### src/sv/ppr_pkg.sv
// shared types and constants of the plane reflection pipeline
`timescale 1ns / 1ps
`default_nettype none

package ppr_pkg;

    localparam int FRAC_BITS  = 16;
    localparam int COORD_W    = 32;
    localparam int PROD_W     = 2 * COORD_W;
    localparam int PART_W     = PROD_W + 1;
    localparam int SUM_W      = PROD_W + 2;
    localparam int MAG_W      = PROD_W;
    localparam int NUM_W      = 3 * COORD_W;
    localparam int REM_W      = PROD_W;
    // quotients at or above 2**QUO_BITS always clamp the coordinate
    localparam int QUO_BITS   = COORD_W + 2;
    localparam int RES_W      = QUO_BITS + 2;
    localparam int TDATA_W    = 3 * COORD_W;
    localparam int TUSER_W    = 2;
    localparam int TUSER_BAD  = 0;
    localparam int TUSER_SAT  = 1;
    localparam int REG_IDX_W  = 2;

    localparam int DOT_STAGES = 4;
    localparam int SCL_STAGES = 3;
    localparam int OUT_STAGES = 1;
    localparam int PIPE_DEPTH = DOT_STAGES + SCL_STAGES + QUO_BITS + OUT_STAGES;

    typedef logic signed [COORD_W-1:0] coord_t;
    typedef coord_t [2:0] vec3_t;

    localparam coord_t A_RESET = COORD_W'(1) << FRAC_BITS;

    typedef enum logic [REG_IDX_W-1:0] {
        REG_PLANE_A      = 2'd0,
        REG_PLANE_B      = 2'd1,
        REG_PLANE_C      = 2'd2,
        REG_PLANE_OFFSET = 2'd3
    } reg_idx_t;

    typedef struct packed {
        vec3_t  coef;
        coord_t offset;
    } plane_t;

    // plane distance numerator, as magnitude and sign
    typedef struct packed {
        logic             vld;
        vec3_t            pt;
        logic [MAG_W-1:0] s_mag;
        logic             s_neg;
    } dot_t;

    // per-axis long division state
    typedef struct packed {
        logic                      vld;
        vec3_t                     pt;
        logic [2:0]                neg;
        logic [2:0]                ovf;
        logic [2:0][REM_W-1:0]     rem;
        logic [2:0][QUO_BITS-1:0]  low;
        logic [2:0][QUO_BITS-1:0]  quo;
    } div_t;

    typedef struct packed {
        logic  vld;
        vec3_t pt;
        logic  bad;
        logic  sat;
    } res_t;

endpackage

`default_nettype wire

### src/sv/ppr_out.sv
// subtraction from the point, clamping and output register
`timescale 1ns / 1ps
`default_nettype none

module ppr_out (
    input  logic          aclk,
    input  logic          aresetn,
    input  ppr_pkg::div_t div_in,
    input  logic          bad_plane,
    output logic          in_rdy,
    output ppr_pkg::res_t res_out,
    input  logic          out_rdy
);
    import ppr_pkg::*;

    localparam logic signed [RES_W-1:0] QUO_CAP = RES_W'(1) << QUO_BITS;
    localparam logic signed [RES_W-1:0] POS_LIM = (RES_W'(1) << (COORD_W-1)) - RES_W'(1);
    localparam logic signed [RES_W-1:0] NEG_LIM = ~POS_LIM;

    logic signed [RES_W-1:0] mag  [3];
    logic signed [RES_W-1:0] diff [3];
    logic [2:0]              clip;
    res_t                    res_reg, res_next;
    logic                    en;

    assign en      = !res_reg.vld || out_rdy;
    assign in_rdy  = en;
    assign res_out = res_reg;

    always_comb begin
        res_next.vld = div_in.vld;
        res_next.bad = bad_plane;
        for (int k = 0; k < 3; k++) begin
            mag[k]  = div_in.ovf[k] ? QUO_CAP : $signed(RES_W'(div_in.quo[k]));
            diff[k] = RES_W'($signed(div_in.pt[k])) + (div_in.neg[k] ? mag[k] : -mag[k]);
            clip[k] = 1'b0;
            if (bad_plane) begin
                // degenerate plane passes the point through
                res_next.pt[k] = div_in.pt[k];
            end else if (diff[k] > POS_LIM) begin
                res_next.pt[k] = POS_LIM[COORD_W-1:0];
                clip[k]        = 1'b1;
            end else if (diff[k] < NEG_LIM) begin
                res_next.pt[k] = NEG_LIM[COORD_W-1:0];
                clip[k]        = 1'b1;
            end else begin
                res_next.pt[k] = diff[k][COORD_W-1:0];
            end
        end
        res_next.sat = |clip;
    end

    always_ff @(posedge aclk) begin
        if (en) begin
            res_reg <= res_next;
        end
        if (!aresetn) begin
            res_reg.vld <= 1'b0;
        end
    end

endmodule

`default_nettype wire

### config.mk
export PLATFORM = sky130hd
export DESIGN_NAME = ppr_out
export DESIGN_NICKNAME = d
export VERILOG_FILES = /design/src/sv/ppr_pkg.sv /design/src/sv/ppr_out.sv
export SDC_FILE = /design/constraint.sdc
export NUM_CORES = 1
export LEC_CHECK = 0
export BUFFER_PORTS_ARGS = -buffer_cell sky130_fd_sc_hd__buf_4
export CORE_AREA = 4 4 231 233
export CTS_CLUSTER_DIAMETER = 200
export CTS_CLUSTER_SIZE = 16
export DETAILED_ROUTE_END_ITERATION = 12
export DIE_AREA = 0 0 235 237
export SYNTH_ARGS = -nofsm -noshare
export SYNTH_HDL_FRONTEND = slang
export SYNTH_SLANG_ARGS = --single-unit
### constraint.sdc
create_clock -name aclk -period 7.8 [get_ports aclk]
set_clock_uncertainty 0.05 [all_clocks]
set_input_delay 0.39 -clock aclk [delete_from_list [all_inputs] [get_ports aclk]]
set_output_delay 0.39 -clock aclk [all_outputs]
set_load 0.02 [all_outputs]
* After elaboration in Yosys (flattened, before gate mapping) *
Cells that the tools add are included.

operators by class
  $lt $le $gt $ge = 6
  multiplexer cells = 24
  reduce and logical (&&, ||, !) cells = 3
  add/sub/neg operators = 6

operators by type and width
  cell                                                          count
  two-way mux 32 bit                                            9
  adder 32 x 36 -> 36 bit                                       3
  > comparator 36 x 32 -> 1 bit, second input constant          3
  less-than comparator 36 x 32 -> 1 bit, second input constant  3
  two-way mux 36 bit                                            3
  negator 35 -> 36 bit                                          3
  two-way mux 35 bit                                            3
  two-way mux 1 bit                                             9
  OR reduction 3 bit                                            1
  zero test 1 bit                                               1
  logical OR 1 bit                                              1

storage, ports and cells
  input port bits = 503
  register bits = 99

* Longest topological paths before layout *
  depth in word-level cells = 9
  depth in mapped cells = 27
  gate-level depth less buffers = 22

* Worst setup path before layout *
Ideal clock, no wire load.

  path kind = input to register
  start point = input div_in[396] (netlist name)
  end point = register res_reg, in the netlist res_out[22] (data pin)
  library setup time = 0.261 ns
  data arrival time = 5.184 ns
  path buffers = 4
  stages = 24
  path slack = 2.306 ns
  cell sequence = clkbuf_1 -> clkbuf_1 -> buf_1 -> nor2b_1 -> inv_1 -> ha_1 -> o21ai_0 -> nor2_1 -> o21a_1 -> o21a_1 -> nor3b_1 -> a21oi_1 -> a211oi_1 -> ha_1 -> a21o_1 -> o21bai_1 -> a211oi_1 -> o21ai_0 -> or3_1 -> a22oi_1 -> a311oi_2 -> nor2_1 -> buf_2 -> a2bb2oi_1

RTL lines
  what                  line           text
  start, declared       ppr_out.sv:8   input ppr_pkg::div_t div_in,
  end signal, assigned  ppr_out.sv:55  res_reg <= res_next;
  end, declared         ppr_out.sv:23  res_t res_reg, res_next;

==> results.toml <==
[routing]
wire_per_inst_um = 19.4
num_vias = 14800
drc = 0
wl_met2_mm = 22.0
vias_per_cell = 5.47
wl_met3_mm = 4.96
ant_nets = 0
first_pass_iters = 6
first_iter_violations = 1358
wl_met1_mm = 24.3
highest_layer = "met5"
drt-total-wl_mm = 52.3

[placed_design]
portBuffers = 308
gp_congestion = 0.928
placed_cells = 2686
place.detailed.hpwl_mm = 42.0

[logic_synthesis]
synth_seq_area_share = 0.219
syn_nets = 2397
ys_ff_latch = 99
synth.area.top_cells = "edfxtp_1 22%, ha_1 10%, xnor2_1 7.0%"
async_reset_ff_frac = 0
syn_inst = 1781
synth_top_cell_area_share = 0.218
syn_avg_cell_area_um2 = 7.58
yosysTopAreaCell = "edfxtp_1"
synth_common_cells = "195 x nor2_1, 174 x a21oi_1, 173 x nand2_1"
synth_edf_count = 98
synthFlopType = "edfxtp_1"
yosysMostFrequentCell = "nor2_1"
syn-cell-area_um2 = 13500
ys_types = 74
yosys_warnings = 0

[sta]
fin_setup_tns_ps = 0
worst_pin_slew_ps = 954
hold_violations = 0
whs_ps = 215
finalSetupViolations = 0
relSlewSlack = 0.356
rsz0062_at_grt = "no"
fin_crit_sh = 0.782
drv_slew = 0
fin_crit_ps = 6100
fmax_ghz = 0.164

[power]
p_leak_nw = 6.92
p_sw_frac = 0.437
max-vdd-ir-drop_v = 0.000143
power.switching_mw = 1.25
combPwrFrac = 0.560
p_per_area_nw_per_um2 = 171
power_mw = 2.85
seqPwrFrac = 0.261
clkPwrFrac = 0.179
intPower_mw = 1.61

[outcome]
status = "finished clean"

[clocking]
cts_htree_levels = 3
root_buffer = "clkbuf_16"
clk_pin_slew_ps = 80
cts.path.max_buffers = 2
cts_num_sinks = 99
cts_tree = "yes"
cts_resized = 0
worst_skew_pair.late_latency_ps = 390
cts_inserted_buffers = 9
postCtsSetupBuffers = 0
ctsHoldBuffers = 0

[floorplan]
fp.coreArea_um2 = 51200
io-pin-count = 603
start_util = 0.264
dieArea_um2 = 55700
fp.dieW_um = 235
std_cell_rows = 83
fp.dieH_um = 237

[layout]
final_util = 0.326
layoutNonFillerInstCount = 2703
largest_reg_flops = 99
layout.nets = 2633
nFillCells = 5410
area_growth_pct = 23.8
drive_gt1_frac = 0.182

[critical_path]
required_ps = 7990
criticalPathCategory = "in -> reg"
cp-end-kind = "flop"
startpoint_type = "input pin"
critPathMaxFanout = 34
crit_arrival_ps = 6290

[grt]
grt.total_usage = 0.178
grt_max_degree = 70
grt_pass1_wl_mm = 79.6
grt_pass1_vias = 13800
antenna_found_initial = 9
grt_overflow = 0

[min_path]
hold_path_class = "in -> reg"

[run]
drv_cap = 0
## worst paths after layout
check | from | endpoint | slack, ps | cells after the start
max | div_in[398] | res_out[69] | 1700 | 21
min | div_in[498] | res_out[98] | 220 | 3
max reg2reg | res_out[98] | res_out[41] | 5680 | 2
min reg2reg | res_out[98] | res_out[73] | 1150 | 1
## placed cells by master (no fill, tap or decap), drive strengths merged, types with 23 or more instances in the layout
| cell | instances |
|---|---|
| a21o | 39 |
| edfxtp | 98 |
| nor2 | 195 |
| ha | 110 |
| a31oi | 25 |
| nor3 | 66 |
| nand4 | 32 |
| a2bb2oi | 87 |
| a21oi | 176 |
| nand2 | 173 |
| inv | 57 |
| o21ai | 134 |
| nor2b | 32 |
| xor2 | 38 |
| a211oi | 32 |
| buf | 319 |
| nor4 | 23 |
| xnor2 | 108 |
## power by group through the flow
| stage | Clock, mW | Sequential [mW] | Combinational, mW |
|---|---|---|---|
| CTS | 0.539 | 0.745 | 1.59 |
| detailed placement | 0 | 0.754 | 1.58 |
| floorplan | 0 | 0.878 | 0.908 |
| global route | 0.553 | 0.753 | 1.75 |
| finish | 0.512 | 0.743 | 1.60 |
| global placement | 0 | 0.755 | 1.58 |
## metrics by stage
step / worst slack [ps] / cell area, µm²
after floorplan: 2310 / 13500
after global placement: 1420 / 16400
after detailed placement: 1390 / 16400
after CTS: 1810 / 16700
after global routing: 1210 / 16700
final: 1700 / 16700
## per-layer routing
| metal | global-route usage | vias to the layer above |
|---|---|---|
| met3 | 0.0572 | 61 |
| met1 | 0.251 | 6948 |
| met4 | 0.0424 | 16 |
| met5 | 0 | - |
| li1 | - | 7155 |
| met2 | 0.265 | 605 |
## critical path, cell delays in order
cell       delay [ps]
buf_4             310
nor2b_1           170
inv_1              90
ha_1              190
o21a_1            260
o211a_1           220
nor2_1             80
nor2_1            640
a311oi_1          200
ha_1              520
nand4_1           230
a2111oi_0         610
nand3_1           170
a31oi_1           310
nor2_1            100
a21oi_1           250
xor2_1            260
a41o_1            690
buf_4             300
o211ai_1          120
a2bb2oi_1         150
## kinds of logic after synthesis
family	Yosys count	share of synthesized area
AO/OA/AOI/OAI	628	0.306
buffers and inverters	149	0.0430
flip-flops	99	0.219
adder cells (fa/ha/maj)	113	0.106
multiplexers	9	0.00713
AND/OR/NAND/NOR	637	0.223
XOR/XNOR	146	0.0947
## final cells by class
cell class                      instances  area, µm²  area share
Antenna cell                            1       2.50    0.000150
Clock buffer                            9        225      0.0135
Clock inverter                          7       91.3     0.00546
Inverter                               55        208      0.0124
Multi-Input combinational cell       1533       9980       0.597
Sequential cell                        99       2960       0.177
Tap cell                              680        851      0.0509
Timing Repair Buffer                  319       2390       0.143
No activity file was read; power rests on OpenSTA's default activity.
